$ cat config.mk
export PLATFORM = sky130hd
export DESIGN_NAME = ehr_mul
export DESIGN_NICKNAME = d
export VERILOG_FILES = /design/src/design/ehr_mul.sv
export SDC_FILE = /design/constraint.sdc
export NUM_CORES = 2
export LEC_CHECK = 0
export BUFFER_PORTS_ARGS = -buffer_cell sky130_fd_sc_hd__buf_4
export CAP_MARGIN = 20
export CORE_UTILIZATION = 50
export DETAILED_ROUTE_END_ITERATION = 8
export GPL_ROUTABILITY_DRIVEN = 0
export HOLD_SLACK_MARGIN = 0.06
export PLACE_DENSITY = 0.67
export SYNTH_ARGS = -nofsm -noshare
export SYNTH_HDL_FRONTEND = slang
export SYNTH_SLANG_ARGS = --single-unit
$ cat constraint.sdc
create_clock -name clk -period 1.4 [get_ports clk]
set_input_delay 0.14 -clock clk [delete_from_list [all_inputs] [get_ports clk]]
set_output_delay 0.14 -clock clk [all_outputs]
set_load 0.01 [all_outputs]
$ cat src/design/ehr_mul.sv
// two-stage pipelined multiplier built from 32 by 32 partial products
`default_nettype none

module ehr_mul #(
    parameter int AW = 32,
    parameter int BW = 32,
    parameter int SW = 1
) (
    input  wire logic          clk,
    input  wire logic          rst_n,
    input  wire logic          en,
    input  wire logic          in_v,
    input  wire logic [AW-1:0] a,
    input  wire logic [BW-1:0] b,
    input  wire logic [SW-1:0] side_in,
    output logic               out_v,
    output logic [AW+BW-1:0]   p,
    output logic [SW-1:0]      side_out
);

    localparam int CW   = 32;
    localparam int NA   = (AW + CW - 1) / CW;
    localparam int NB   = (BW + CW - 1) / CW;
    localparam int SUMW = (NA + NB) * CW;
    localparam int PW   = AW + BW;

    logic [NA*CW-1:0] a_pad;
    logic [NB*CW-1:0] b_pad;
    logic [2*CW-1:0]  pp_reg [NA][NB];
    logic             v1_reg;
    logic [SW-1:0]    side1_reg;
    logic             v2_reg;
    logic [PW-1:0]    p_reg;
    logic [SW-1:0]    side2_reg;
    logic [SUMW-1:0]  sum_next;

    assign a_pad = (NA*CW)'(a);
    assign b_pad = (NB*CW)'(b);

    // sum of the shifted partial products
    always_comb
    begin
        sum_next = '0;
        for (int i = 0; i < NA; i++)
        begin
            for (int j = 0; j < NB; j++)
            begin
                sum_next = sum_next + (SUMW'(pp_reg[i][j]) << (CW * (i + j)));
            end
        end
    end

    always_ff @(posedge clk or negedge rst_n)
    begin
        if (!rst_n)
        begin
            v1_reg <= 1'b0;
            v2_reg <= 1'b0;
        end
        else if (en)
        begin
            v1_reg <= in_v;
            v2_reg <= v1_reg;
        end
    end

    always_ff @(posedge clk)
    begin
        if (en)
        begin
            for (int i = 0; i < NA; i++)
            begin
                for (int j = 0; j < NB; j++)
                begin
                    pp_reg[i][j] <= a_pad[i*CW +: CW] * b_pad[j*CW +: CW];
                end
            end
            side1_reg <= side_in;
            p_reg     <= sum_next[PW-1:0];
            side2_reg <= side1_reg;
        end
    end

    assign out_v    = v2_reg;
    assign p        = p_reg;
    assign side_out = side2_reg;

endmodule

`default_nettype wire

Word level (Yosys, flattened, before mapping)
Memories as Yosys holds them, arrays and structs flattened. A register that Yosys moved wholly into a read port is not among the register bits.
Index checks and enable logic that the tools add are counted.
{"block": "totals", "regBits": 4, "mem_bits_rw": 64, "inputBits": 69, "output_inout_bits": 66, "wordCells": 8, "mem_count": 1}
{"memory": "pp_reg", "depth": 1, "word_bits": 64, "rd": 1, "rd_ports_with_merged_regs": 1, "wr": 1, "line_no": "29", "text": "logic [2*CW-1:0] pp_reg [NA][NB];"}
{"block": "classes", "multipliers": 1, "n_mux": 2}
{"operator": "32-bit by 32-bit multiplier with 64-bit output", "count": 1}
{"operator": "1-bit 2-to-1 mux", "count": 2}

Logic depth before layout (Yosys ltp)
{"block": "logic_depth", "word_depth": 2, "mapped_depth": 30, "depth_no_buf": 28}

Worst setup path after synthesis
No wires, ideal clock.
{"block": "synth_timing", "path_type": "in2reg", "from": "in a[16]", "to": "mem pp_reg[0][61] (netlist bit) (data pin)", "arrival_time_ps": 6796, "required_time_ps": 1130, "path_slack_ps": -5666, "path_stages": 24, "path_buffers": 2, "cell_sequence": "clkbuf_1 and2_1 fa_1 inv_1 fa_1 fa_1 fa_1 inv_1 fa_1 inv_1 fa_1 inv_1 fa_1 fa_1 ha_1 and4_1 clkbuf_1 a31oi_1 o41a_4 o31ai_4 a21o_1 a31oi_2 o41ai_2 xor2_1"}
{"block": "synth_via", "elab_chain_cells": 1}
{"element": "from (decl)", "line_no": "13", "text": "input wire logic [AW-1:0] a,"}
{"element": "32-bit by 32-bit multiplier with 64-bit output", "line_no": "75", "text": "pp_reg[i][j] <= a_pad[i*CW +: CW] * b_pad[j*CW +: CW];"}
{"element": "to (decl)", "line_no": "29"}
No other way between the ends.

Worst setup path in the final report
{"block": "layout_timing", "from": "in a[12]", "to": "mem pp_reg[0][61] (netlist bit) (data pin)"}
The elaborated chain is that of the path after synthesis.

==> reports/results.txt <==
crit-path max FO: 6
Hold Crit Depth: 1
CTS tree: done
WS Path Type: in -> reg
adder-cell share of the synthesized area: 57.0%
Hold Vio Cnt, Final: 0
Final setup violation count: 61
clock buffer depth: 2
I/O pin cnt: 135
fin nets: 5501
Die Ht: 275 um
Clock transition at path regs: 0.06 ns
initial antenna violation count: 3
largest family of logic cells by synthesized area: adder cells
DP Cell Count: 5146
clk root buf: clkbuf_16
fraction of synthesized area in multiplexers: 0.0605%
Rows: 99
# Max-Cap Violations: 0
Tmin final: 6.80 ns
most common cell after layout, fill and taps aside: fa_1
required time of the worst setup path: 1.56 ns
Synth-to-Final Area Change: 23.3%
global-route wire length before repair: 159000 um
Synth top area share: 48.2%
all-layer global routing usage: 27.3%
Synth area leader: fa_1
RSZ-0062 raised after global routing: true
worst setup slack after layout: -5.40 ns
mapped cell area: 37200 um^2
DRC viols: 8
Mapped Avg Cell Area: 9.78 um^2
max incr delay on CP: 0.56 ns
Max Fclk: 0.147 GHz
period utilization: 486%
Final Max Slew Viols: 0
Via density: 5.20
XOR/XNOR Fraction of Synth Area: 1.48%
simple-gate share of the synthesized area: 16.3%
number of synthesized flops with an enable pin: 130
outcome: finished with violations
worst endpoint data arrival time: 6.96 ns
Syn. warnings: 0
Antenna Nets Post-Route: 0
vias in the first global route: 29800
#FFs+latches synth: 132
clk sinks: 132
ys flop type: edfxtp_1
DRT Pass-1 Iters: 7
final WL: 100000 um
max_slew headroom: 72.9%
element type at the critical path start: input pin
DIE AREA: 75500 um^2
post-synthesis sequential area ratio: 10.6%
commonest cells after routing, fill and taps aside: fa_1 (860), inv_1 (843), and2_1 (560), buf_4 (503), nand2_1 (455)
DR iter-0 viols: 1311
Cell variety after synth: 55
I/O Buffers: 134
Synth Net Count: 5035
violated checks: design-rule violations, negative setup slack
H-tree levels: 4
chip width: 275 um
Compound-Gate Fraction of Synth Area: 3.68%
starting density of the core: 50.8%
Cell Count, Final, Fillers Out: 5248
layout cells sized above 1: 22.8%
dpl hpwl: 84200 um
Worst Max-Slew Pin Slew: 0.407 ns
cts bufs inserted: 17
most frequent CP cell: fa_1
ranking of synthesized cells by area: fa_1 (48%), edfxtp_1 (10%), and2_1 (10%)
Async SR Flop Fraction: 1.52%
setup_tns: -273.13 ns
final setup skew: 0.00748 ns
pin count of the biggest net entering global routing: 37
highest-delay cell along the critical path: fa_1
vias: 27300
core region area: 73300 um^2
Critical Path End Type: register
number of cells produced by synthesis: 3807
GRT Residual Overflow: 0
r2r worst-path depth: 1
worst hold slack: 0.129 ns
Clk Latency, worst-skew pair: 0.42 ns
Hold Path Class: in -> reg
Wirelength per Cell: 19.1 um
==> per-stage QoR <==
stage	cell area, um^2	setup WS, ns	utilization (%)
CTS	44900	-5.27	61.2
global placement	43000	-5.80	58.6
global route	45900	-5.58	62.6
detailed placement	43000	-5.83	58.6
finish	45900	-5.40	62.6
floorplan	38100	-5.41	-
==> cell usage after synthesis, drive strengths merged, types with 16 or more instances <==
cell type	count
xnor2	41
and2	602
nand3	17
ha	263
o21ai	32
xor2	22
nor2	29
clkbuf	211
nand4	19
edfxtp	130
inv	866
fa	896
a21oi	67
nand2	471
a21o	30
o21bai	16
==> critical path, delay by kind of cell <==
kind | cells | cell delay, ns
fa+ha+maj | 9 | 4.31
compound gates | 8 | 1.89
buf+inv | 5 | 0.30
simple gates | 2 | 0.21
xor+xnor | 1 | 0.11
==> repair_timing <==
item / 4_1_cts / 5_1_grt
buffers inserted: 31 / 30
hold buffers: 4 / 0
setup endpoints to repair: 62 / 61
cloned: 4 / 4
pin swaps: 102 / 92
resized for setup: 242 / 175
hold endpoints to repair: 4 / 0
==> kinds of logic after synthesis <==
logic type               after synthesis
AO/OA/AOI/OAI                        204
XOR/XNOR                              63
adder cells (fa/ha/maj)             1159
buffers and inverters               1078
flip-flops                           132
multiplexers                           2
AND/OR/NAND/NOR                     1169
==> path summary, 6_finish.rpt <==
kind,start,to,slack [ns]
max,a[12],pp_reg[0][61],-5.40
max reg2reg,out_v,out_v,0.64
min in group asynchronous,rst_n,v1_reg,0.60
min reg2reg,pp_reg[0][39],p[39],0.42
max in group asynchronous,rst_n,out_v,0.68
min,en,p[60],0.13
==> routing by layer <==
metal / vias up / part of all wire, % / track usage (%)
met5: - / 0 / 0
met4: 0 / 4.3 / 10.6
met3: 216 / 4.2 / 3.08
met2: 706 / 53 / 49.1
met1: 14300 / 38 / 33.6
li1: 12100 / - / -
==> final cells by class <==
cell class / instances / area (um^2)
sequential: 132 / 3950
timing repair buffer: 659 / 6070
inverter: 866 / 3250
multi-input combinational: 2597 / 30900
antenna: 3 / 7.51
clock inverter: 14 / 143
clock buffer: 18 / 429
tap: 959 / 1200
fill: 5957 / 27400
Power is not shown: default switching activity piles up to over one toggle a cycle in this logic, so the estimate is an artifact.
