## config.mk

```make
export PLATFORM = sky130hd
export DESIGN_NAME = ehr_div_cell
export DESIGN_NICKNAME = d
export VERILOG_FILES = /design/src/design/ehr_pkg.sv /design/src/design/ehr_div_cell.sv
export SDC_FILE = /design/constraint.sdc
export NUM_CORES = 1
export LEC_CHECK = 0
export BUFFER_PORTS_ARGS = -buffer_cell sky130_fd_sc_hd__buf_2
export CAP_MARGIN = 20
export CORE_MARGIN = 4
export CORE_UTILIZATION = 52
export DETAILED_ROUTE_END_ITERATION = 6
export PLACE_DENSITY = 0.82
export SLEW_MARGIN = 15
export SYNTH_ARGS = -nofsm -noshare
export SYNTH_HDL_FRONTEND = slang
export SYNTH_SLANG_ARGS = --single-unit
```

## constraint.sdc

```tcl
create_clock -name clk -period 0.98 [get_ports clk]
set_clock_uncertainty 0.05 [all_clocks]
set_input_delay 0.196 -clock clk [delete_from_list [all_inputs] [get_ports clk]]
set_output_delay 0.196 -clock clk [all_outputs]
set_load 0.03 [all_outputs]
```

## src/design/ehr_pkg.sv

```systemverilog
// shared widths, constants and register codes for the ellipsoid height core
`default_nettype none

package ehr_pkg;

    // item and register field widths
    localparam int DIST_W      = 40;
    localparam int LAT_W       = 32;
    localparam int HEIGHT_W    = 41;
    localparam int CFG_INDEX_W = 1;
    localparam int CFG_DATA_W  = 40;

    // q30 angle and series values
    localparam int ANG_W = 31;
    localparam int X2_W  = 32;
    localparam logic [ANG_W-1:0] ONE_Q30     = 31'h4000_0000;
    localparam logic [ANG_W-1:0] HALF_PI_Q30 = 31'd1686629713;
    localparam int SERIES_TERMS = 9;

    // square root and divider geometry
    localparam int ROOT_STEPS = 62;
    localparam int ROOT_W     = 124;
    localparam int NORM_W     = 62;
    localparam int QUOT_W     = 42;
    localparam int DIV_REM_W  = 104;
    localparam logic [QUOT_W-1:0] RADIUS_CAP = 42'h200_0000_0000;

    // reset values of the radius registers
    localparam logic [CFG_DATA_W-1:0] EQUATORIAL_RESET = 40'd6531212288;
    localparam logic [CFG_DATA_W-1:0] POLAR_RESET      = 40'd6509314370;

    // register indexes
    localparam logic [CFG_INDEX_W-1:0] REG_EQUATORIAL = 1'b0;
    localparam logic [CFG_INDEX_W-1:0] REG_POLAR      = 1'b1;

endpackage

`default_nettype wire

```

## src/design/ehr_div_cell.sv

```systemverilog
// one quotient bit of the restoring divider
`default_nettype none

module ehr_div_cell #(
    parameter int J  = 0,
    parameter int SW = 1
) (
    input  wire logic                          clk,
    input  wire logic                          rst_n,
    input  wire logic                          en,
    input  wire logic                          in_v,
    input  wire logic [ehr_pkg::DIV_REM_W-1:0] rem_in,
    input  wire logic [ehr_pkg::NORM_W-1:0]    d_in,
    input  wire logic [ehr_pkg::QUOT_W-1:0]    q_in,
    input  wire logic [SW-1:0]                 side_in,
    output logic                               out_v,
    output logic [ehr_pkg::DIV_REM_W-1:0]      rem_out,
    output logic [ehr_pkg::NORM_W-1:0]         d_out,
    output logic [ehr_pkg::QUOT_W-1:0]         q_out,
    output logic [SW-1:0]                      side_out
);

    localparam logic [ehr_pkg::QUOT_W-1:0] QBit = ehr_pkg::QUOT_W'(1) << J;

    logic [ehr_pkg::DIV_REM_W-1:0] dsh;
    logic [ehr_pkg::DIV_REM_W-1:0] rem_next;
    logic [ehr_pkg::QUOT_W-1:0]    q_next;
    logic                          v_reg;
    logic [ehr_pkg::DIV_REM_W-1:0] rem_reg;
    logic [ehr_pkg::NORM_W-1:0]    d_reg;
    logic [ehr_pkg::QUOT_W-1:0]    q_reg;
    logic [SW-1:0]                 side_reg;

    always_comb
    begin
        dsh = ehr_pkg::DIV_REM_W'(d_in) << J;
        if (rem_in >= dsh)
        begin
            rem_next = rem_in - dsh;
            q_next   = q_in | QBit;
        end
        else
        begin
            rem_next = rem_in;
            q_next   = q_in;
        end
    end

    always_ff @(posedge clk or negedge rst_n)
    begin
        if (!rst_n)
        begin
            v_reg <= 1'b0;
        end
        else if (en)
        begin
            v_reg <= in_v;
        end
    end

    always_ff @(posedge clk)
    begin
        if (en)
        begin
            rem_reg  <= rem_next;
            d_reg    <= d_in;
            q_reg    <= q_next;
            side_reg <= side_in;
        end
    end

    assign out_v    = v_reg;
    assign rem_out  = rem_reg;
    assign d_out    = d_reg;
    assign q_out    = q_reg;
    assign side_out = side_reg;

endmodule

`default_nettype wire

```

==> key figures, run 1 <==
Logic synthesis
  • Post-synthesis sequential area ratio: 0.497
  • Cell Area, Synth: 12,700 um2
  • Post-synth EDFFs: 209
  • Yosys top cell area share: 0.495
  • Gate Count Post-Synth: 1,255
  • Synth top cells by count: 209 x edfxtp_1, 139 x a21oi_1, 119 x nor2_1, 114 x nand2_1, 81 x inv_1
  • Main synth FF type: edfxtp_1
  • Yosys cell types: 74
  • Avg Inst Size Synth: 10.1 um2
  • Syn Nets: 1,531
  • Yosys reg bits: 210
  • Ranking of synthesized cells by area: edfxtp_1 49%, ha_1 6.1%, a21oi_1 5.5%, xnor2_1 3.9%, nor2_1 3.5%
  • Synthesis warning total: 0
  • Asr flop ratio synth: 0.00476
  • Most numerous cell in the Yosys netlist: edfxtp_1
  • Yosys top cell by area: edfxtp_1

Floorplanning
  • Initial Util: 0.534
  • IO Pins: 423
  • Row count: 56
  • Chip Width: 164 um
  • Die Y: 164 um

CTS
  • # Post-CTS Setup Buffers: 46
  • Post_cts resized: 772
  • CTS Buf Count: 23
  • CTS Buffer Depth: 3
  • H-tree levels: 1
  • # hold bufs at CTS: 131
  • Clock sinks: 210
  • Clk root buf: clkbuf_16

Placement
  • Placed cell areas: 19,000 um2
  • DP Wirelength: 42,400 um
  • # port buffers: 422
  • GP Congestion: 0.959
  • DP Worst Slack: -2380 ps

Run status
  • Outcome: stopped before the end
  • Stop Error: [ERROR DPL-0038] Utilization greater than 100%, impossible to legalize
  • Failed at: clock tree synthesis (4_1_cts)
[logic make-up after synthesis]
group,Yosys count,share of synthesized area
xor+xnor,101,0.0698
buf+inv,142,0.0482
mux,1,0.000888
flops,210,0.497
compound gates,315,0.150
fa+ha+maj,63,0.0628
simple gates,423,0.172
[per-stage QoR]
stage               setup TNS, ps  cells
floorplan                 -172440   1255
global placement          -224660   2378
detailed placement        -236870   2378
==> inputs of run 2 (changes only) <==
Settings changed: CORE_UTILIZATION 52 to 40, PLACE_DENSITY 0.82 to default, PLACE_DENSITY_LB_ADDON from default to 0.15.
==> key figures, run 2 <==
Global route
  • Tot GR Track Use: 0.333
  • Vias in the first global route: 15,800
  • Antenna violations before repair: 5
  • Gr ovfl total: 0
  • Largest net degree at the start of global routing: 55
  • First-pass GRT wire length: 88,600 um

Layout
  • Fill cell count: 1,721
  • Design Area, Final: 25,500 um2
  • Max reg flops: 104
  • Layout cells sized above 1: 0.565
  • Most common cell after layout, fill and taps aside: buf_4
  • # nets final: 2,590
  • Most frequent cells in the layout: 452 x buf_4, 272 x buf_6, 209 x edfxtp_1, 181 x buf_2, 155 x dlygate4sd3_1
  • Area delta synth->final: 101%

Critical path
  • Crit end category: register
  • Crit path max-delay family: simple AND/OR/NAND/NOR gates
  • Worst path cell trace: buf_6 -> inv_4 -> ha_4 -> nand4_1 -> buf_4 -> nor4_4 -> o211ai_1 -> nand3_4 -> a22o_4 -> buf_6 -> or2_4 -> and4_4 -> nand4_1 -> xnor2_1
  • Data required, critical path: 1210 ps
  • CP max FO: 5
  • Largest stage delay on the critical path: 340 ps
  • WP data arrival: 3020 ps
  • R2R Path Start: out_v
  • Buf/Inv on CP: 4
  • Worst r2r path cells: 1
  • RR Endpoint: out_v
  • CP Class: in -> reg
  • Startpoint types: primary input
  • FF-to-FF setup slack: 160 ps
  • Critical-path top delay cell: nand4_1

Detailed routing
  • Total length of routed wires: 64,500 um
  • DR WL/cell: 23.6 um
  • Via/cell ratio: 5.55
  • Vias: 15,200
  • ANT nets after route: 0
  • Drc violations: 0
  • Initial DRC count: 1,214
  • DRT Pass-1 Iters: 5

Floorplanning
  • CORE AREA: 30,900 um2
  • IO Pins: 423
  • Chip Width: 186 um
  • Row count: 64
  • Initial Util: 0.410
  • Die area: 34,600 um2
  • Die Y: 186 um

CTS
  • H-tree levels: 1
  • Clk root buf: clkbuf_16
  • CTS Buf Count: 24
  • CTS Buffer Depth: 3
  • CTS tree: yes
  • Clk pin slew, worst setup/hold paths: 50 ps
  • Clock sinks: 210
  • Worst-Skew Late Latency: 540 ps

Logic synthesis
  • Post-synth EDFFs: 209
  • Asr flop ratio synth: 0.00476
  • Gate Count Post-Synth: 1,255
  • Synth top cells by count: 209 x edfxtp_1, 139 x a21oi_1, 119 x nor2_1, 114 x nand2_1, 81 x inv_1
  • Synthesis warning total: 0
  • Yosys top cell area share: 0.495
  • Yosys cell types: 74
  • Main synth FF type: edfxtp_1
  • Most numerous cell in the Yosys netlist: edfxtp_1
  • Post-synthesis sequential area ratio: 0.497
  • Ranking of synthesized cells by area: edfxtp_1 49%, ha_1 6.1%, a21oi_1 5.5%, xnor2_1 3.9%, nor2_1 3.5%
  • Cell Area, Synth: 12,700 um2
  • Syn Nets: 1,531
  • Avg Inst Size Synth: 10.1 um2
  • Yosys top cell by area: edfxtp_1
  • Yosys reg bits: 210

Hold path
  • Hold path depth: 3
  • Min-delay src: rem_in[38]
  • Hold Crit Class: in -> reg
  • WHS Endpoint: rem_out[38]

Placement
  • DP Wirelength: 39,500 um
  • # port buffers: 422
  • Placed cell areas: 19,000 um2
  • GP Congestion: 0.952

Pwr
  • Maximum VDD drop: 1300 uV
  • PwrDens: 1310 nW/um2
  • Static Leak: 0.0107 uW

Timing
  • Post-layout min period: 2780 ps
  • Count of final hold-check violations: 0
  • Fin crit share: 2.84
  • Fin worst setup slack: -1800 ps
  • Fmax: 359 MHz
  • Hold WS: 11.5 ps
  • Count of final setup violators: 315
  • Fin. max-slew vios: 0
  • RSZ-0062 raised after global routing: yes
  • Total negative slack: -245,660 ps
  • Max-Slew Margin vs Limit: 0.589
  • Worst Tran Pin Value: 610 ps

Run status
  • Outcome: finished, violations left
  • Failing checks: negative setup slack

Flow run
  • Max cap viols: 0
==> run 2: cell counts after synthesis <==
No cell type changed its count.
==> run 2: report_power, final <==
group / total [uW] / switching, uW / internal, uW
registers: 11600 / 549 / 11100
logic: 13100 / 6790 / 6270
clock network: 8740 / 3840 / 4900
==> run 2: logic make-up after synthesis <==
family / share of synthesized area
simple gates: 0.172
buf+inv: 0.0482
flops: 0.497
fa+ha+maj: 0.0628
xor+xnor: 0.0698
compound gates: 0.150
mux: 0.000888
==> run 2: what timing repair did <==
item	in CTS	in global routing
setup buffers	42	35
gates resized for setup	720	190
hold buffers	154	1
endpoints found under the hold margin	153	1
pin swaps	105	103
endpoints found under the setup margin	315	315
gates cloned	13	2
==> run 2: worst max path at each step <==
stage,start,end,slack [ps],cells after the start
after detailed placement,rem_in[0],rem_out[102],-2420,17
final,d_in[22],rem_out[97],-1800,14
after floorplan,d_in[28],rem_out[101],-1730,12
after CTS,rem_in[0],rem_out[102],-1730,17
after global routing,d_in[22],rem_out[78],-1860,14
after global placement,rem_in[0],rem_out[62],-2360,17
==> run 2: cell type report <==
cell class,count,area [um2],area share
inverters,81,352,0.0138
diodes,5,12.5,0.000491
clock buffers,33,656,0.0257
flip-flops and latches,210,6300,0.247
well taps,396,495,0.0194
multi-input cells,905,8040,0.316
clock inverters,8,65.1,0.00255
repair buffers,1092,9560,0.375
==> run 2: through the flow <==
stage	utilization	setup WS, ps	std cells	power [uW]
2_1_floorplan	-	-1730	1255	16600
3_3_place_gp	0.616	-2360	2460	21100
3_5_place_dp	0.616	-2420	2460	21200
4_1_cts	0.797	-1730	2707	32100
5_1_grt	0.824	-1860	2729	34500
6_report	0.824	-1800	2730	33400
==> run 2: worst min-delay path, cell delays in order <==
cell and delay (ps):
buf_2 140, nor2_4 50, a21oi_2 100
==> run 2: layer usage <==
layer / vias to the layer above / part of all wire / global-route usage
met2: 844 / 0.51 / 0.607
li1: 6757 / - / -
met1: 7319 / 0.35 / 0.374
met5: - / 0.00022 / 0
met3: 237 / 0.077 / 0.0645
met4: 2 / 0.063 / 0.155
Power figures use the tool's default switching activity.
==> inputs of run 3 (changes only) <==
Settings changed: CORE_UTILIZATION 40 to 52.
==> key figures, run 3 <==
Run status
  • Outcome: stopped before the end
  • Failed at: global routing (5_1_grt)
  • Stop Error: [ERROR DPL-0038] Utilization greater than 100%, impossible to legalize

CTS
  • H-tree levels: 1
  • CTS Buf Count: 23
  • CTS Buffer Depth: 3
  • Clk root buf: clkbuf_16
  • Clock sinks: 210

Floorplanning
  • Die Y: 164 um
  • Row count: 56
  • IO Pins: 423
  • Chip Width: 164 um
  • Initial Util: 0.534

Placement
  • # port buffers: 422
  • DP Wirelength: 40,300 um
  • GP Congestion: 0.943
  • Placed cell areas: 18,700 um2
  • DP Worst Slack: -2300 ps

Logic synthesis
  • Post-synth EDFFs: 209
  • Synth top cells by count: 209 x edfxtp_1, 139 x a21oi_1, 119 x nor2_1, 114 x nand2_1, 81 x inv_1
  • Synth Area in Adders: 0.0628
  • Asr flop ratio synth: 0.00476
  • Yosys top cell area share: 0.495
  • Post-Synth Simple-Gate Area: 0.172
  • Cell Area, Synth: 12,700 um2
  • Syn Nets: 1,531
  • Post-synthesis sequential area ratio: 0.497
  • Yosys top cell by area: edfxtp_1
  • Ranking of synthesized cells by area: edfxtp_1 49%, ha_1 6.1%, a21oi_1 5.5%, xnor2_1 3.9%, nor2_1 3.5%
  • Synthesis warning total: 0
  • Largest family of logic cells by synthesized area: simple AND/OR/NAND/NOR gates
  • Avg Inst Size Synth: 10.1 um2
  • Main synth FF type: edfxtp_1
  • Most numerous cell in the Yosys netlist: edfxtp_1
  • Gate Count Post-Synth: 1,255
  • Post-synthesis compound-gate area fraction: 0.150
  • Mux cell area share after synthesis: 0.000888
  • Yosys reg bits: 210
  • Yosys cell types: 74
  • Post-synthesis xor/xnor area fraction: 0.0698

Timing
  • Worst EP post-GRT repair: rem_out[20]$_DFFE_PP_/D
  • Worst_ep kind: register input

Global route
  • Largest net degree at the start of global routing: 52
## run 3: cell counts after synthesis
No cell type changed its count.
## run 3: what timing repair did
| action | CTS |
|---|---|
| endpoints found under the setup margin | 315 |
| pin swaps | 65 |
| endpoints found under the hold margin | 132 |
| hold buffers | 133 |
| setup buffers | 33 |
| gates cloned | 5 |
| gates resized for setup | 206 |
## run 3: kinds of logic after synthesis
| group | count (synthesis) |
|---|---|
| AND/OR/NAND/NOR | 423 |
| adder cells (fa/ha/maj) | 63 |
| flip-flops | 210 |
| XOR/XNOR | 101 |
| buffers and inverters | 142 |
| AO/OA/AOI/OAI | 315 |
| multiplexers | 1 |
## run 3: metrics by stage
stage / hold WS, ps / util / cells
4_1_cts: 3.72 / 0.925 / 2558
2_1_floorplan: -150 / - / 1255
3_5_place_dp: -71.0 / 0.785 / 2348
3_3_place_gp: -79.3 / 0.785 / 2348
